File: config.mk
export PLATFORM = sky130hd
export DESIGN_NAME = spdp_horner_step
export DESIGN_NICKNAME = d
export VERILOG_FILES = /design/src/rtl/shear_to_pvel_density_polynomial_defines.svh /design/src/rtl/spdp_pkg.sv /design/src/rtl/spdp_horner_step.sv
export SDC_FILE = /design/constraint.sdc
export NUM_CORES = 2
export LEC_CHECK = 0
export ABC_AREA = 1
export BUFFER_PORTS_ARGS = -buffer_cell sky130_fd_sc_hd__clkbuf_2
export CORE_MARGIN = 1
export CORE_UTILIZATION = 62
export DETAILED_ROUTE_END_ITERATION = 8
export GPL_ROUTABILITY_DRIVEN = 0
export GPL_TIMING_DRIVEN = 1
export HOLD_SLACK_MARGIN = 0.12
export PLACE_DENSITY = 0.81
export REMOVE_ABC_BUFFERS = 1
export SKIP_CTS_REPAIR_TIMING = 1
export SYNTH_ARGS = -nofsm -noshare
export SYNTH_HDL_FRONTEND = slang
export SYNTH_SLANG_ARGS = --single-unit
File: constraint.sdc
create_clock -name aclk -period 7.59 [get_ports aclk]
set_input_delay 0.3795 -clock aclk [delete_from_list [all_inputs] [get_ports aclk]]
set_output_delay 0.3795 -clock aclk [all_outputs]
set_load 0.01 [all_outputs]
File: src/rtl/shear_to_pvel_density_polynomial_defines.svh
// assertion macros for the shear to pvel density polynomial block
`ifndef SHEAR_TO_PVEL_DENSITY_POLYNOMIAL_DEFINES_SVH
`define SHEAR_TO_PVEL_DENSITY_POLYNOMIAL_DEFINES_SVH

// same-cycle implication, checked at every rising clock edge
`define SPDP_ASSERT_NOW(label, clk, ante, cons) \
    label: assert property (@(posedge clk) (ante) |-> (cons)) \
        else $error("spdp assertion failed");

// next-cycle implication, checked at every rising clock edge
`define SPDP_ASSERT_NEXT(label, clk, ante, cons) \
    label: assert property (@(posedge clk) (ante) |=> (cons)) \
        else $error("spdp assertion failed");

`endif

File: src/rtl/spdp_pkg.sv
// shared types, widths and polynomial coefficients for the vs to vp/density pipeline
package spdp_pkg;

    // field and datapath widths
    localparam int SPEED_W   = 19;
    localparam int OUT_W     = 24;
    localparam int OPD_W     = 24;
    localparam int ACC_W     = 41;
    localparam int PROD_W    = ACC_W + OPD_W;
    localparam int WORK_FRAC = 28;

    // accumulator clamp, +/- 2^39
    localparam int ACC_LIM_LOG2 = 39;

    // output saturation limits
    localparam int OUT_MAX = (1 << (OUT_W - 1)) - 1;
    localparam int OUT_MIN = -(1 << (OUT_W - 1));

    // coefficient counts, highest power first
    localparam int VP_N   = 5;
    localparam int DVP_N  = 4;
    localparam int RHO_N  = 6;
    localparam int DRHO_N = 5;

    // q28 coefficients, highest power first
    localparam logic signed [ACC_W-1:0] VP_COEF [VP_N] = '{
        ACC_W'(-6737730), ACC_W'(72021233), ACC_W'(-220278135),
        ACC_W'(562291750), ACC_W'(252570921)
    };
    localparam logic signed [ACC_W-1:0] DVP_COEF [DVP_N] = '{
        ACC_W'(-26950920), ACC_W'(216063699), ACC_W'(-440556270),
        ACC_W'(562291750)
    };
    localparam logic signed [ACC_W-1:0] RHO_COEF [RHO_N] = '{
        ACC_W'(28454), ACC_W'(-1154272), ACC_W'(18012019),
        ACC_W'(-126728379), ACC_W'(445924980), ACC_W'(0)
    };
    localparam logic signed [ACC_W-1:0] DRHO_COEF [DRHO_N] = '{
        ACC_W'(142271), ACC_W'(-4617090), ACC_W'(54036057),
        ACC_W'(-253456758), ACC_W'(445924980)
    };

    // control that travels with each transaction through the stages
    typedef struct packed {
        logic valid;
        logic clip;
    } spdp_ctl_t;

endpackage

File: src/rtl/spdp_horner_step.sv
// one horner step: registered multiply, then round, add coefficient and clamp
module spdp_horner_step #(
    parameter int F = 16,
    parameter logic signed [spdp_pkg::ACC_W-1:0] COEF = '0
) (
    input  logic                                aclk,
    input  logic                                aresetn,
    input  logic                                en,
    input  spdp_pkg::spdp_ctl_t                 ctl_in,
    input  logic signed [spdp_pkg::OPD_W-1:0]   v_in,
    input  logic signed [spdp_pkg::ACC_W-1:0]   acc_in,
    output spdp_pkg::spdp_ctl_t                 ctl_out,
    output logic signed [spdp_pkg::OPD_W-1:0]   v_out,
    output logic signed [spdp_pkg::ACC_W-1:0]   acc_out
);
    import spdp_pkg::*;

    localparam logic signed [PROD_W-1:0] HALF    = PROD_W'(1) <<< (F - 1);
    localparam logic signed [PROD_W-1:0] LIM_POS = PROD_W'(1) <<< ACC_LIM_LOG2;
    localparam logic signed [PROD_W-1:0] LIM_NEG = -LIM_POS;

    logic signed [PROD_W-1:0] prod_reg, prod_next;
    logic signed [OPD_W-1:0]  v_m_reg, v_a_reg;
    spdp_ctl_t                ctl_m_reg, ctl_a_reg, ctl_a_next;
    logic signed [ACC_W-1:0]  acc_reg, acc_next;
    logic signed [PROD_W-1:0] rnd, sum;
    logic                     hit;

    // multiply stage
    always_comb begin
        prod_next = PROD_W'(acc_in) * PROD_W'(v_in);
    end

    // round, add coefficient, clamp to the accumulator range
    always_comb begin
        rnd = (prod_reg + HALF) >>> F;
        sum = rnd + PROD_W'(COEF);
        hit = 1'b0;
        if (sum > LIM_POS) begin
            acc_next = ACC_W'(LIM_POS);
            hit      = 1'b1;
        end else if (sum < LIM_NEG) begin
            acc_next = ACC_W'(LIM_NEG);
            hit      = 1'b1;
        end else begin
            acc_next = ACC_W'(sum);
        end
        ctl_a_next = '{valid: ctl_m_reg.valid, clip: ctl_m_reg.clip | hit};
    end

    // control registers
    always_ff @(posedge aclk) begin
        if (!aresetn) begin
            ctl_m_reg <= '0;
            ctl_a_reg <= '0;
        end else if (en) begin
            ctl_m_reg <= ctl_in;
            ctl_a_reg <= ctl_a_next;
        end
    end

    // datapath registers
    always_ff @(posedge aclk) begin
        if (en) begin
            prod_reg <= prod_next;
            v_m_reg  <= v_in;
            acc_reg  <= acc_next;
            v_a_reg  <= v_m_reg;
        end
    end

    assign ctl_out = ctl_a_reg;
    assign v_out   = v_a_reg;
    assign acc_out = acc_reg;

endmodule

# After elaboration in Yosys (flattened, before gate mapping)

Cells that the tools add are included.

Output and inout bits: 67
Input bits: 70
Bits in latches: 0
Logic and storage cells: 18
Memories: 0
Bits in writable memories: 0
Memory bits (read-only): 0
Bits in registers: 158

Bitwise logic cells: 1
$lt $le $gt $ge: 2
Multiply operators: 1
Shifts and indexed selects: 0
Muxes and demuxes: 3
Reduce and logical (&&, ||, !) cells: 1
$add $sub $neg: 1
Eq/ne operators: 0
Divide/modulo/power cells: 0

Operators with widths:

| kind                     | number |
|---|---|
| $add A65 B17 Y65 const B | 1 |
| $mul A41 B24 Y65         | 1 |
| $gt A49 B41 Y1 const B   | 1 |
| $lt A49 B40 Y1 const B   | 1 |
| $mux W41                 | 1 |
| $mux W1                  | 2 |
| $reduce_or A2 Y1         | 1 |
| $or A1 B1 Y1             | 1 |

# Longest topological paths before layout

Word-level depth: 5
Depth in mapped cells: 31
Depth with buffers taken out: 29

# Worst setup path after synthesis

No wires, ideal clock.

Path kind: input -> register
From: in v_in[2] in the netlist's numbering
To: reg prod_reg[63] (data pin)
Buffers on the path: 2
Slack: 1131 ps
Setup time: 252 ps
Data required time: 7338 ps
Arrival time: 6207 ps
Cell stages on the path: 23
Path through: clkbuf_1 clkbuf_1 nand2_1 inv_1 fa_1 fa_1 fa_1 inv_1 fa_1 fa_1 fa_1 fa_1 inv_1 ha_1 a21oi_1 inv_1 a21oi_1 nor2_1 a2111oi_0 o211a_1 nand2_1 nand2_1 nand2_1

Longest elaborated chain between the ends: 1

Ends and longest elaborated chain:

| item                 | line                   | RTL |
|---|---|---|
| from (decl)          | spdp_horner_step.sv:10 | `input logic signed [spdp_pkg::OPD_W-1:0] v_in,` |
| $mul A41 B24 Y65     | spdp_horner_step.sv:31 | `prod_next = PROD_W'(acc_in) * PROD_W'(v_in);` |
| via prod_next[63]    | spdp_horner_step.sv:22 | `logic signed [PROD_W-1:0] prod_reg, prod_next;` |
| to (signal assigned) | spdp_horner_step.sv:65 | `prod_reg <= prod_next;` |
| to (decl)            | spdp_horner_step.sv:22 |  |

The timed path passes the listed nets, and every way through them passes these cells.
A chain may end at the register's enable or synchronous reset.

# Worst setup path after layout

From: in v_in[3] in the netlist's numbering
To: reg prod_reg[63] (data pin)

Same word-level chain as after synthesis.

==> metrics.cfg <==
[yosys]
syn_inst=5030
yosysTopAreaCellShare_pct=47.64
synth.area.top_cells=fa_1 (48%), inv_1 (14%), nand2_1 (12%), edfxtp_1 (10%), ha_1 (5.0%)
ys_seq_area_share_pct=10.33
ys_warn_count=0
synthArstFlopShare_pct=0
syn_area_per_cell_um2=8.188
synth_area_mm2=0.04118
yosysUniqueCellTypes=40
synth_edf_count=139
synth_flop_cell=edfxtp_1
synth-seq-cells=143
yosys.area.top_type=fa_1

[clock_network]
cts_made_buffers=17
cts_tree=done
htree_levels=4
ctsLongestPathBuffers=2
worstSkewPairLatency_ns=0.44
clkTransAtPathRegs_ns=0.07
root_buffer=clkbuf_16
clock-sinks=143

[global_routing]
grt_max_degree=95
antenna_found_initial=0
track_usage_pct=34.11
grt_first_pass_wirelength_mm=179.5
grt_pass1_vias=35865
grt.overflow.total=0

[sta]
fmax_ghz=0.1370
skew_ns=0.01191
slew_viol_final=0
setup_slack_ns=0.2928
hold_ws_ns=0.1692
finalHoldViolations=0
tightestPinTransition_ns=1.086
post-route-period-util_pct=96.14
setup_viol=0
rsz0062_at_grt=no
period_needed_ns=7.297
slew_headroom_pct=27.36

[critical_path]
max_stage_delay_ns=0.64
start_kind=input port
cp_max_fo=28
cp.arrival_ns=7.49
critPathLaunch=v_in[3]
r2r-start=prod_reg[15]
crit_buf_inv=5
crit_family=adder cells
cp-end-kind=register
cp_common_cell=fa_1
worst_path_max_delay_cell=a2111oi_0
crit_chain=clkbuf_2 -> nand2_1 -> inv_1 -> fa_1 -> fa_1 -> fa_1 -> inv_1 -> fa_1 -> fa_1 -> fa_1 -> fa_1 -> inv_1 -> ha_1 -> a21oi_1 -> inv_1 -> a21oi_1 -> nor2_1 -> a2111oi_0 -> o211a_1 -> nand2_1 -> nand2_1 -> nand2_1
crit_required_ns=7.79
critical_path_class=input port to register

[final_layout]
final_common_cell=inv_1
final_nets=6278
areaGrowthSynthToFinish_pct=5.672
final_cell_mix=inv_1 (1512), nand2_1 (1291), fa_1 (980)
drive_above_1_share_pct=5.654
n_fill_cell=5209
largest_register_ffs=50
antenna-diode-count=0
final_cells=5940

[floorplan]
die_w_um=259.7
die-area_mm2=0.06746
rows=94
design.core.area_mm2=0.06575
fp.dieH_um=259.7
start_util_pct=62.64
io_pins=137

[hold_path]
worstHoldPathType=input port to register
hp-start=ctl_in[1]

[detailed_routing]
dr.pass1.iters=7
routed_wl_mm=107.5
drt_iter0_drc=2929
viasPerCell=5.473
wl_per_cell_um=18.10
wl_met2_mm=53.07
detail-route-antenna-nets=0
vias=32507
drc=0
wl_met3_mm=10.07
wl_met1_mm=37.86
top_layer=met4

[place]
placed_cells=5908
hpwl_mm=91.42
port_buffers=136
dp_slack_ns=-0.06032

[outcome]
status=finished, final reports clean

[job]
max_cap_violations=0

==> through the flow <==
step | setup TNS [ns] | utilization, % | area, um2
final | 0 | 66.19 | 43520
after global routing | 0 | 66.19 | 43520
after CTS | 0 | 66.19 | 43520
after detailed placement | -0.06032 | 65.33 | 42950
after global placement | 0 | 65.33 | 42950
after floorplan | 0 | - | 40390
==> cells in the mapped netlist, types with 2 or more instances <==
| cell | number |
|---|---|
| nand4_1 | 27 |
| a221oi_1 | 2 |
| nor2_4 | 15 |
| dfxtp_1 | 4 |
| ha_1 | 165 |
| fa_1 | 980 |
| xnor2_1 | 28 |
| a31oi_1 | 12 |
| nand2_1 | 1291 |
| a21oi_1 | 111 |
| nand3_2 | 2 |
| edfxtp_1 | 139 |
| or2_2 | 8 |
| nor4_1 | 4 |
| inv_1 | 1512 |
| xor2_1 | 41 |
| a21boi_0 | 2 |
| nor3_1 | 18 |
| clkbuf_1 | 197 |
| a211oi_1 | 3 |
| o21ai_0 | 47 |
| buf_2 | 3 |
| o21bai_1 | 7 |
| nand3b_1 | 15 |
| nand2_2 | 8 |
| nor2_1 | 285 |
| nor2_2 | 4 |
| o21a_1 | 12 |
| a21o_1 | 14 |
| buf_1 | 2 |
| o211ai_1 | 4 |
| nand3_1 | 60 |
==> final cells by class <==
class | instances | area, um2 | share of cell area, %
clock inverter | 15 | 145.1 | 0.3335
sequential | 143 | 4254 | 9.775
inverter | 1513 | 5679 | 13.05
multi-input combinational | 3170 | 30460 | 69.98
timing repair buffer | 218 | 1478 | 3.395
clock buffer | 17 | 425.4 | 0.9775
tap | 864 | 1081 | 2.484
==> cell families (layout without fill, tap and decap cells) <==
kind of cell	count (synthesis)	count (layout)	synth area share [%]
buf+inv	1717	1763	15.72
simple gates	1737	1737	16.82
fa+ha+maj	1145	1145	52.65
xor+xnor	69	69	1.467
compound gates	219	219	3.017
flops	143	143	10.33
==> path summary, 6_finish.rpt <==
kind	depth (start not counted)	slack (ns)	endpoint
setup / recovery	22	0.29	prod_reg[63]
setup reg to reg	12	3.94	acc_out[24]
hold / removal	3	0.17	ctl_a_next[1]
hold reg to reg	0	0.42	v_out[17]
==> tightest hold or removal path, delay by kind of cell <==
kind,cells,cell delay [ns]
AND/OR/NAND/NOR,2,0.11
buffers and inverters,1,0.07
==> per-layer routing <==
metal / vias to the layer above / GRT usage [%]
met3: 474 / 5.536
met1: 15961 / 41.58
met4: 0 / 18.19
li1: 14223 / -
met5: - / 0
met2: 1849 / 58.34
Power is not shown: default switching activity piles up to over one toggle a cycle in this logic, so the estimate is an artifact.
