### config.mk
export PLATFORM = sky130hd
export DESIGN_NAME = spdp_round_sat
export DESIGN_NICKNAME = d
export VERILOG_FILES = /design/src/rtl/shear_to_pvel_density_polynomial_defines.svh /design/src/rtl/spdp_pkg.sv /design/src/rtl/spdp_round_sat.sv
export SDC_FILE = /design/constraint.sdc
export NUM_CORES = 1
export LEC_CHECK = 0
export BUFFER_PORTS_ARGS = -buffer_cell sky130_fd_sc_hd__buf_2
export CORE_UTILIZATION = 50
export CTS_CLUSTER_SIZE = 8
export DETAILED_ROUTE_END_ITERATION = 8
export PLACE_DENSITY = 0.82
export SLEW_MARGIN = 20
export SYNTH_ARGS = -nofsm -noshare
export SYNTH_HDL_FRONTEND = slang
export SYNTH_SLANG_ARGS = --single-unit
### constraint.sdc
create_clock -name aclk -period 3.35 [get_ports aclk]
set_clock_uncertainty 0.05 [all_clocks]
set_input_delay 0.335 -clock aclk [delete_from_list [all_inputs] [get_ports aclk]]
set_output_delay 0.335 -clock aclk [all_outputs]
set_load 0.02 [all_outputs]
### src/rtl/shear_to_pvel_density_polynomial_defines.svh
// assertion macros for the shear to pvel density polynomial block
`ifndef SHEAR_TO_PVEL_DENSITY_POLYNOMIAL_DEFINES_SVH
`define SHEAR_TO_PVEL_DENSITY_POLYNOMIAL_DEFINES_SVH

// same-cycle implication, checked at every rising clock edge
`define SPDP_ASSERT_NOW(label, clk, ante, cons) \
    label: assert property (@(posedge clk) (ante) |-> (cons)) \
        else $error("spdp assertion failed");

// next-cycle implication, checked at every rising clock edge
`define SPDP_ASSERT_NEXT(label, clk, ante, cons) \
    label: assert property (@(posedge clk) (ante) |=> (cons)) \
        else $error("spdp assertion failed");

`endif

### src/rtl/spdp_pkg.sv
// shared types, widths and polynomial coefficients for the vs to vp/density pipeline
package spdp_pkg;

    // field and datapath widths
    localparam int SPEED_W   = 19;
    localparam int OUT_W     = 24;
    localparam int OPD_W     = 24;
    localparam int ACC_W     = 41;
    localparam int PROD_W    = ACC_W + OPD_W;
    localparam int WORK_FRAC = 28;

    // accumulator clamp, +/- 2^39
    localparam int ACC_LIM_LOG2 = 39;

    // output saturation limits
    localparam int OUT_MAX = (1 << (OUT_W - 1)) - 1;
    localparam int OUT_MIN = -(1 << (OUT_W - 1));

    // coefficient counts, highest power first
    localparam int VP_N   = 5;
    localparam int DVP_N  = 4;
    localparam int RHO_N  = 6;
    localparam int DRHO_N = 5;

    // q28 coefficients, highest power first
    localparam logic signed [ACC_W-1:0] VP_COEF [VP_N] = '{
        ACC_W'(-6737730), ACC_W'(72021233), ACC_W'(-220278135),
        ACC_W'(562291750), ACC_W'(252570921)
    };
    localparam logic signed [ACC_W-1:0] DVP_COEF [DVP_N] = '{
        ACC_W'(-26950920), ACC_W'(216063699), ACC_W'(-440556270),
        ACC_W'(562291750)
    };
    localparam logic signed [ACC_W-1:0] RHO_COEF [RHO_N] = '{
        ACC_W'(28454), ACC_W'(-1154272), ACC_W'(18012019),
        ACC_W'(-126728379), ACC_W'(445924980), ACC_W'(0)
    };
    localparam logic signed [ACC_W-1:0] DRHO_COEF [DRHO_N] = '{
        ACC_W'(142271), ACC_W'(-4617090), ACC_W'(54036057),
        ACC_W'(-253456758), ACC_W'(445924980)
    };

    // control that travels with each transaction through the stages
    typedef struct packed {
        logic valid;
        logic clip;
    } spdp_ctl_t;

endpackage

### src/rtl/spdp_round_sat.sv
// rounding right shift and saturation to the 24-bit output range
module spdp_round_sat #(
    parameter int IN_W  = 41,
    parameter int SHIFT = 12
) (
    input  logic                                aclk,
    input  logic                                aresetn,
    input  logic                                en,
    input  spdp_pkg::spdp_ctl_t                 ctl_in,
    input  logic signed [IN_W-1:0]              val_in,
    output spdp_pkg::spdp_ctl_t                 ctl_out,
    output logic signed [spdp_pkg::OUT_W-1:0]   q_out
);
    import spdp_pkg::*;

    localparam int EXT_W = IN_W + 1;
    localparam logic signed [EXT_W-1:0] HALF = EXT_W'(1) <<< (SHIFT - 1);
    localparam logic signed [EXT_W-1:0] HI   = EXT_W'(OUT_MAX);
    localparam logic signed [EXT_W-1:0] LO   = EXT_W'(OUT_MIN);

    logic signed [EXT_W-1:0] rnd;
    logic signed [OUT_W-1:0] q_reg, q_next;
    spdp_ctl_t               ctl_reg, ctl_next;
    logic                    hit;

    // round half up, then clip
    always_comb begin
        rnd = (EXT_W'(val_in) + HALF) >>> SHIFT;
        hit = 1'b0;
        if (rnd > HI) begin
            q_next = OUT_W'(HI);
            hit    = 1'b1;
        end else if (rnd < LO) begin
            q_next = OUT_W'(LO);
            hit    = 1'b1;
        end else begin
            q_next = OUT_W'(rnd);
        end
        ctl_next = '{valid: ctl_in.valid, clip: ctl_in.clip | hit};
    end

    always_ff @(posedge aclk) begin
        if (!aresetn) begin
            ctl_reg <= '0;
        end else if (en) begin
            ctl_reg <= ctl_next;
        end
    end

    always_ff @(posedge aclk) begin
        if (en) begin
            q_reg <= q_next;
        end
    end

    assign ctl_out = ctl_reg;
    assign q_out   = q_reg;

endmodule

== Yosys cells after proc, flatten, opt, wreduce, memory -nomap -nowiden ==
Cells that the tools add are included.

* Bits in registers: 26
* Input port bits: 46
* Output and inout bits: 26

* Add/subtract/negate cells: 1
* Order comparisons: 2
* Multiplexer cells: 3
* Bitwise gates (word level): 1

{| class="wikitable"
|+ Operator list
! operator !! number
|-
| adder 41 x 13 -> 42 bit (second input constant) || 1
|-
| > comparator 30 x 24 -> 1 bit (second input constant) || 1
|-
| less-than comparator 30 x 24 -> 1 bit (second input constant) || 1
|-
| two-way mux 24 bit || 1
|-
| two-way mux 1 bit || 2
|-
| bitwise OR 1 bit || 1
|}

== Logic depth before layout (Yosys ltp) ==
Gate-level depths: netlist of the first run.

* Depth in word-level cells: 5
* Mapped depth: 9

== Least setup slack after synthesis of the first run ==
Ideal clock, no wire load.

* Path kind: input port to flip-flop
* Start point: in val_in[11]
* End point: reg q_reg[17] (netlist: q_out[17]) (data pin)
* Setup time: 260 ps
* Arrival time: 2,048 ps
* Slack: 992 ps
* Stages on the path: 9
* Buffers on the path: 1
* Path through: ha_1 nand3_1 nor4_4 nand3_2 nor4b_2 o22ai_2 buf_2 nor3_1 nor3_2

* Longest elaborated chain between the ends: 3
* Elaborated cells between the ends (all ways): 4

{| class="wikitable"
|+ Ends and longest elaborated chain
! what !! line !! text
|-
| from (decl) || spdp_round_sat.sv:10 || <nowiki>input logic signed [IN_W-1:0] val_in,</nowiki>
|-
| adder 41 x 13 -> 42 bit (*) || spdp_round_sat.sv:28 || <nowiki>rnd = (EXT_W'(val_in) + HALF) >>> SHIFT;</nowiki>
|-
| less-than comparator 30 x 24 -> 1 bit || spdp_round_sat.sv:33 || <nowiki>end else if (rnd < LO) begin</nowiki>
|-
| two-way mux 24 bit || spdp_round_sat.sv:33 ||
|-
| to (signal assigned) || spdp_round_sat.sv:52 || <nowiki>q_reg <= q_next;</nowiki>
|-
| to (decl) || spdp_round_sat.sv:22 || <nowiki>logic signed [OUT_W-1:0] q_reg, q_next;</nowiki>
|}

Every way passes the cells marked *; elsewhere a longest branch is shown, timed or not.
A chain may end at the register's enable or synchronous reset.

== Worst setup path after layout of the first run ==
* Start point: in val_in[13]
* End point: reg q_reg[21] (netlist: q_out[21]) (data pin)

Same word-level chain as after synthesis.

==> flow_summary.yaml, run 1 <==
timing:
  maxSlewViolCount: 0
  tns_ps: 0
  relSlewSlack_pct: 59.3
  fmax_ghz: 0.415
  worst_pin_slew_ps: 611
  rsz0062_at_grt: "false"
  fin_crit_sh_pct: 72.0
  hold_viol: 0
  setup_violations: 0
  final.min_clock_period_ps: 2410
clock_network:
  cts_tree: "built"
  clk_pin_slew_worst_paths_ps: 140
  cts.path.max_buffers: 2
  cts.sinks: 26
  cts_buffers: 3
  htreeDepth: 1
  clkLatencyLatePin_ps: 310
  cts_resized: 0
  cts-root-buf: "clkbuf_4"
  cts_hold_buf: 0
  cts_setup_buffers: 0
pwr:
  leakage_nw: 0.888
  finalPower_w: 0.000732
  ir_drop_uv: 153
  p_per_area_nw_per_um2: 329
synthesis:
  syn_area_per_cell_sq_um: 9.49
  ys_seq_area_share_pct: 42.4
  syn_area_sq_um: 1790
  yosysUniqueCellTypes: 43
  synthFlopType: "edfxtp_1"
  async_flop_share_pct: 0
  synth_top_area_share_pct: 40.2
  synth.area.top_cells: "edfxtp_1 (40%), xnor2_1 (6.8%), nor2_1 (4.4%)"
  synth_edf_count: 24
  syn_nets: 236
  yosys_warnings: 0
  synth_cells: 189
  synth_seq_cells: 26
  yosys.area.top_type: "edfxtp_1"
routing:
  vias: 1636
  drc: 0
  drt-vias-per-instance: 5.44
  routed.top_layer: "met4"
  wire_per_inst_microns: 13.1
  first_pass_iters: 4
  wl_met2_microns: 1930
  detail-route-antenna-nets: 0
  drtIter0Drc: 58
  wl_met3_microns: 285
  wl_met1_microns: 1720
  wirelength_microns: 3950
setup_path:
  worstPathRequired_ps: 3460
  r2r_end: "ctl_out[0]"
  reg2reg_depth: 3
  cp.arrival_ps: 2520
  crit_fanout: 10
  cp-start-kind: "primary input"
  r2r_setup_slack_ps: 2460
  critPathKind: "primary input to flop"
  cp-end-kind: "flop"
  regToRegStartpoint: "ctl_out[0]"
placed_design:
  gp_congestion: 0.924
  hpwl_microns: 2990
  numPortBuffers: 60
grt:
  grt_start_max_net_pins: 29
  grt_pass1_vias: 1342
  grt_usage_pct: 21.9
  grt-ovfl-total: 0
  grt_pass1_wl_microns: 6260
  grt_antenna_before_repair: 0
finish:
  drive_above_1_share_pct: 33.7
  area_growth_pct: 23.8
  layout_common_cells: "buf_2 (60), edfxtp_1 (24), nor2_1 (21)"
  antennaDiodeCount: 0
  final_common_cell: "buf_2"
  nets: 303
floorplanning:
  ios: 72
  die_y_microns: 61.9
  num_rows: 21
  dieArea_sq_um: 3830
  core_area_sq_um: 3390
  die_w_microns: 61.9
  start_util_pct: 52.9
hold_path:
  hold_class: "primary input to flop"
  min_path_cells: 3
  hp-start: "ctl_in[0]"
  hold_end: "ctl_out[0]"
run_status:
  status: "finished clean"
job:
  cap_violations: 0
through the flow:
step	setup WS [ps]	utilization, %	hold slack [ps]	cell area, sq um	instances
after global placement	721	64.5	441	2190	297
after floorplan	992	-	397	1790	189
after detailed placement	689	64.5	454	2190	297
after CTS	989	65.6	191	2220	301
final	938	65.6	192	2220	301
after global routing	777	65.6	195	2220	301
cell usage after synthesis, types with 2 or more instances:
cell / number
a21oi_1: 9
o21ai_0: 4
nor3_2: 4
o21ai_1: 10
dfxtp_1: 2
xor2_1: 8
a31oi_1: 2
clkbuf_1: 3
a41o_1: 2
buf_2: 3
edfxtp_1: 24
and2_1: 2
nor2b_1: 2
nor2_1: 21
nor3_1: 14
mux2i_1: 3
nand2_1: 10
xnor2_1: 14
and3_1: 5
nand4_1: 8
inv_1: 5
nand3_1: 13
registers in the layout, summed over array words and instances, names as in the netlist:
signal	count
ctl_out	2
q_out	24
critical path: stages:
cell	delay, ps
buf_2	110
nand4_1	260
nor3_2	560
a41o_1	260
a31oi_1	130
nor3_4	430
nor2_2	70
buf_4	180
o21ai_0	180
cell families (layout without fill, tap and decap cells):
group / count (synthesis) / after routing / share of synthesized area, %
AOI/OAI and AO/OA: 32 / 32 / 10.7
xor gates and xnor gates: 22 / 22 / 10.7
adders and majority gates: 1 / 1 / 0.697
buffers and inverters: 12 / 78 / 2.93
DFF: 26 / 26 / 42.4
muxes: 3 / 3 / 1.67
and+or+nand+nor: 93 / 93 / 30.8
layer usage:
layer	up-vias	GRT usage [%]
li1	833	-
met4	0	2.86
met2	72	37.0
met3	2	1.86
met1	729	31.5
met5	-	0
layout make-up:
cell class | instances | area [sq um]
timing repair buffer | 69 | 368
tap | 46 | 57.6
inverter | 5 | 18.8
fill | 309 | 1170
clock buffer | 4 | 36.3
sequential | 26 | 761
multi-input combinational | 151 | 981
report_power, final:
group	internal, W	switching, W	leakage (nW)
combinational	0.0000666	0.000116	0.614
clock	0.0000664	0.0000923	0.0210
sequential	0.000385	0.00000564	0.252
worst max path at each step:
stage / from / to / cells after the start
after global routing: val_in[13] / q_out[21] / 9
after CTS: val_in[13] / q_out[21] / 9
final: val_in[13] / q_out[21] / 9
after floorplan: val_in[11] / q_out[17] / 9
after global placement: val_in[13] / q_out[15] / 9
after detailed placement: val_in[13] / q_out[21] / 9
(Power assumes the default switching activity.)
==> run 2: changes to the inputs <==
- CORE_UTILIZATION: 50 -> 44
- PLACE_DENSITY: 0.82 -> 0.77
- clock period: 3.35 -> 2.1 ns (I/O delays scaled with it)
==> flow_summary.yaml, run 2 (synthesized netlist as in run 1, its figures left out) <==
routing:
  drt-vias-per-instance: 5.39
  drc: 0
  vias: 1866
  wire_per_inst_microns: 13.7
  detail-route-antenna-nets: 0
  first_pass_iters: 4
  wirelength_microns: 4740
  drtIter0Drc: 156
floorplanning:
  die_y_microns: 65.9
  start_util_pct: 47.6
  die_w_microns: 65.9
  dieArea_sq_um: 4340
  num_rows: 22
  core_area_sq_um: 3770
  ios: 72
finish:
  nets: 346
  fillCellCount: 302
  final_common_cell: "buf_2"
  area_growth_pct: 45.9
  largest_reg_flops: 24
  antennaDiodeCount: 0
  final_util_pct: 69.4
  drive_above_1_share_pct: 46.0
  layout_common_cells: "buf_2 (60), buf_4 (52), edfxtp_1 (24)"
setup_path:
  startpoint: "val_in[22]"
  r2r_setup_slack_ps: 1180
  cp.arrival_ps: 1930
  worstPathCellList: "buf_2, buf_4, inv_1, nor4_4, buf_4, nand3_1, o21ai_1, o22ai_2, buf_4, nor3_2, nor3_2"
  cp_top_family: "buffers and inverters"
  critPathKind: "primary input to flop"
  r2r_end: "ctl_out[0]"
  cpMostUsedCell: "buf_4"
  cp-end-kind: "flop"
  regToRegStartpoint: "ctl_out[0]"
  cp-start-kind: "primary input"
  worstPathRequired_ps: 2060
  critical-path-max-stage-delay_ps: 370
  critical_path_buf_inv_count: 5
  crit_fanout: 12
  reg2reg_depth: 3
  critPathSlowestCell: "nor4_4"
timing:
  fin_crit_sh_pct: 93.9
  hold_viol: 0
  worst_pin_slew_ps: 402
  final.min_clock_period_ps: 1970
  relSlewSlack_pct: 73.0
  maxSlewViolCount: 0
  rsz0062_at_grt: "false"
  fmax_ghz: 0.507
  tns_ps: 0
  setup_violations: 0
pwr:
  p_seq_share_pct: 49.7
  ir_drop_uv: 264
  intPower_w: 0.000899
  comb_power_share_pct: 28.2
  switching_share_pct: 28.5
  net-switching-power_w: 0.000358
  leakage_nw: 1.10
  p_clk_share_pct: 22.1
  p_per_area_nw_per_um2: 480
clock_network:
  cts_hold_buf: 0
  cts.path.max_buffers: 2
  cts.sinks: 26
  clk_pin_slew_worst_paths_ps: 80
  cts-root-buf: "clkbuf_8"
  clkLatencyLatePin_ps: 250
  cts_setup_buffers: 0
  cts_tree: "built"
  cts_buffers: 3
  htreeDepth: 1
grt:
  grt_pass1_vias: 1756
  grt_start_max_net_pins: 15
  grt_usage_pct: 22.7
  grt_antenna_before_repair: 0
  grt-ovfl-total: 0
  grt_pass1_wl_microns: 7570
placed_design:
  gp_congestion: 0.889
  hpwl_microns: 3840
  numPortBuffers: 60
run_status:
  status: "finished clean"
hold_path:
  hold_end: "ctl_out[0]"
  min_path_cells: 3
  hp-start: "ctl_in[0]"
  hold_class: "primary input to flop"
job:
  cap_violations: 0
[run 2: cell count changes in the layout (fill, tap and decap cells not counted), sizes merged]
| cell | delta |
|---|---|
| buf | +43 |
[run 2: power groups by stage]
stage	clock network (W)	logic [W]	registers [W]
floorplan	0	0.000105	0.000698
global placement	0	0.000342	0.000635
detailed placement	0	0.000349	0.000637
CTS	0.000281	0.000351	0.000626
global route	0.000299	0.000382	0.000630
finish	0.000278	0.000354	0.000625
[run 2: worst max path at each step]
stage,slack [ps],to,cells after the start
6_report,130,q_out[15],11
5_1_grt,2,ctl_out[0],10
4_1_cts,30,q_out[10],10
3_3_place_gp,-210,q_out[15],11
2_1_floorplan,-110,q_out[14],9
3_5_place_dp,-280,q_out[10],11
[run 2: layout make-up]
cell class	count	area (sq um)	share of cell area (%)
Clock buffer	4	45.0	1.72
Inverter	5	18.8	0.717
Multi-Input combinational cell	151	1040	39.8
Sequential cell	26	761	29.1
Tap cell	48	60.1	2.29
Timing Repair Buffer	112	691	26.4
[run 2: routing by layer]
metal / part of all wire (%) / GRT usage (%) / up-vias
met5: 0 / 0 / -
met1: 42 / 27.8 / 871
met2: 51 / 40.7 / 64
met3: 4.6 / 2.59 / 8
met4: 1.8 / 8.15 / 0
li1: - / - / 923
[run 2: repair_timing]
action,in CTS,in global routing
resized for setup,0,5
endpoints found under the setup margin,1,23
pin swaps,1,3
[run 2: tightest hold or removal path, cell delays in order]
cell     delay (ps)
buf_2            80
a31oi_1          80
o31ai_1          60
[run 2: stage by stage]
step	worst slack, ps	instances	power [W]	hold slack, ps	cell area, sq um
after global routing	1.65	346	0.00131	159	2620
after CTS	28.1	346	0.00126	157	2600
after detailed placement	-278	342	0.000986	426	2550
final	129	346	0.00126	155	2620
after global placement	-210	342	0.000977	392	2550
after floorplan	-114	189	0.000803	272	1840
==> run 3: changes to the inputs <==
- MAX_ROUTING_LAYER: unset -> met4
==> flow_summary.yaml, run 3 (synthesized netlist as in run 1, its figures left out) <==
run_status:
  status: "finished clean"
grt:
  grt-ovfl-total: 0
  grt_antenna_before_repair: 0
  grt_pass1_wl_microns: 8280
  grt_usage_pct: 26.0
  grt_pass1_vias: 1857
  grt_start_max_net_pins: 15
clock_network:
  cts_hold_buf: 0
  cts.path.max_buffers: 2
  cts_buffers: 3
  clkLatencyLatePin_ps: 260
  cts.sinks: 26
  cts_tree: "built"
  cts-root-buf: "clkbuf_8"
  clk_pin_slew_worst_paths_ps: 80
  htreeDepth: 1
job:
  cap_violations: 0
setup_path:
  cp-start-kind: "primary input"
  worstPathRequired_ps: 2060
  crit_fanout: 12
  critPathKind: "primary input to flop"
  cp-end-kind: "flop"
  cp.arrival_ps: 1960
pwr:
  finalPower_w: 0.00127
  ir_drop_uv: 266
  leakage_nw: 1.12
  p_per_area_nw_per_um2: 479
placed_design:
  numPortBuffers: 60
  dp_cells: 345
  hpwl_microns: 4040
  gp_congestion: 0.885
timing:
  final.min_clock_period_ps: 2000
  fmax_ghz: 0.501
  relSlewSlack_pct: 77.8
  hold_viol: 0
  maxSlewViolCount: 0
  holdWs_ps: 139
  worst_pin_slew_ps: 333
  setup_violations: 0
  fin_crit_sh_pct: 95.1
routing:
  detail-route-antenna-nets: 0
  wirelength_microns: 5040
  drtIter0Drc: 152
  drc: 0
  drt-vias-per-instance: 5.46
  vias: 1905
  wire_per_inst_microns: 14.4
  first_pass_iters: 4
hold_path:
  hold_class: "primary input to flop"
floorplanning:
  dieArea_sq_um: 4340
  die_y_microns: 65.9
  die_w_microns: 65.9
  num_rows: 22
  core_area_sq_um: 3770
  start_util_pct: 47.6
  ios: 72
finish:
  drive_above_1_share_pct: 46.8
  area_growth_pct: 47.4
  final_common_cell: "buf_2"
  nets: 349
  antennaDiodeCount: 0
  largest_reg_flops: 24
  layout_common_cells: "buf_2 (60), buf_4 (55), edfxtp_1 (24)"
  fin_cells: 349
[run 3: changes by cell type in the layout (fill, tap and decap cells not counted)]
cell	previous run	this run
o21ai_1	12	11
clkinv_1	0	1
clkbuf_1	1	0
nand3_2	1	2
o21ai_0	1	2
nand3_1	12	11
buf_4	52	55
[run 3: critical path: stages]
cell     delay, ps
buf_2          110
buf_4          110
inv_1           60
nor4_4         360
buf_4          220
nand3_1         80
o21ai_0        190
o22ai_2        130
buf_4          200
nor3_2         220
nor3_2          80
[run 3: power breakdown]
part	leakage [nW]	internal, W	switching, W
clock	0.0231	0.000131	0.000149
sequential	0.252	0.000615	0.0000105
combinational	0.843	0.000153	0.000210
total	1.12	0.000899	0.000369
[run 3: metal layers]
layer / vias up / wire length, microns / GRT usage (%)
li1: 923 / - / -
met4: 0 / 127 / 12.2
met1: 893 / 1990 / 29.4
met3: 16 / 242 / 1.90
met2: 73 / 2670 / 46.3
met5: - / 0 / -
[run 3: worst paths after layout]
kind	start	end	slack (ps)	cells past startpoint
max	val_in[22]	q_out[15]	100	11
min	ctl_in[0]	ctl_out[0]	140	3
max reg2reg	ctl_out[0]	ctl_out[0]	1210	3
min reg2reg	ctl_out[1]	ctl_out[1]	480	2
[run 3: timing repair]
item	CTS	global route
gates cloned	0	0
setup endpoints to repair	1	23
gates resized for setup	1	4
buffers inserted	0	0
pin swaps	0	1
[run 3: final cells by class]
class                   count  area (sq um)
fillers                   293          1130
multi-input cells         151          1050
flip-flops and latches     26           761
repair buffers            115           713
well taps                  48          60.1
clock buffers               3          41.3
inverters                   5          18.8
clock inverters             1          3.75
[run 3: stage by stage]
| step | TNS (ps) | cell area (sq um) | setup WS [ps] | util [%] |
|---|---|---|---|---|
| finish | 0 | 2650 | 104 | 70.1 |
| global route | -7.69 | 2650 | -5.05 | 70.1 |
| CTS | 0 | 2630 | 9.55 | 69.6 |
| detailed placement | -5090 | 2570 | -282 | 68.3 |
| global placement | -3840 | 2570 | -212 | 68.3 |
| floorplan | -2260 | 1840 | -114 | - |
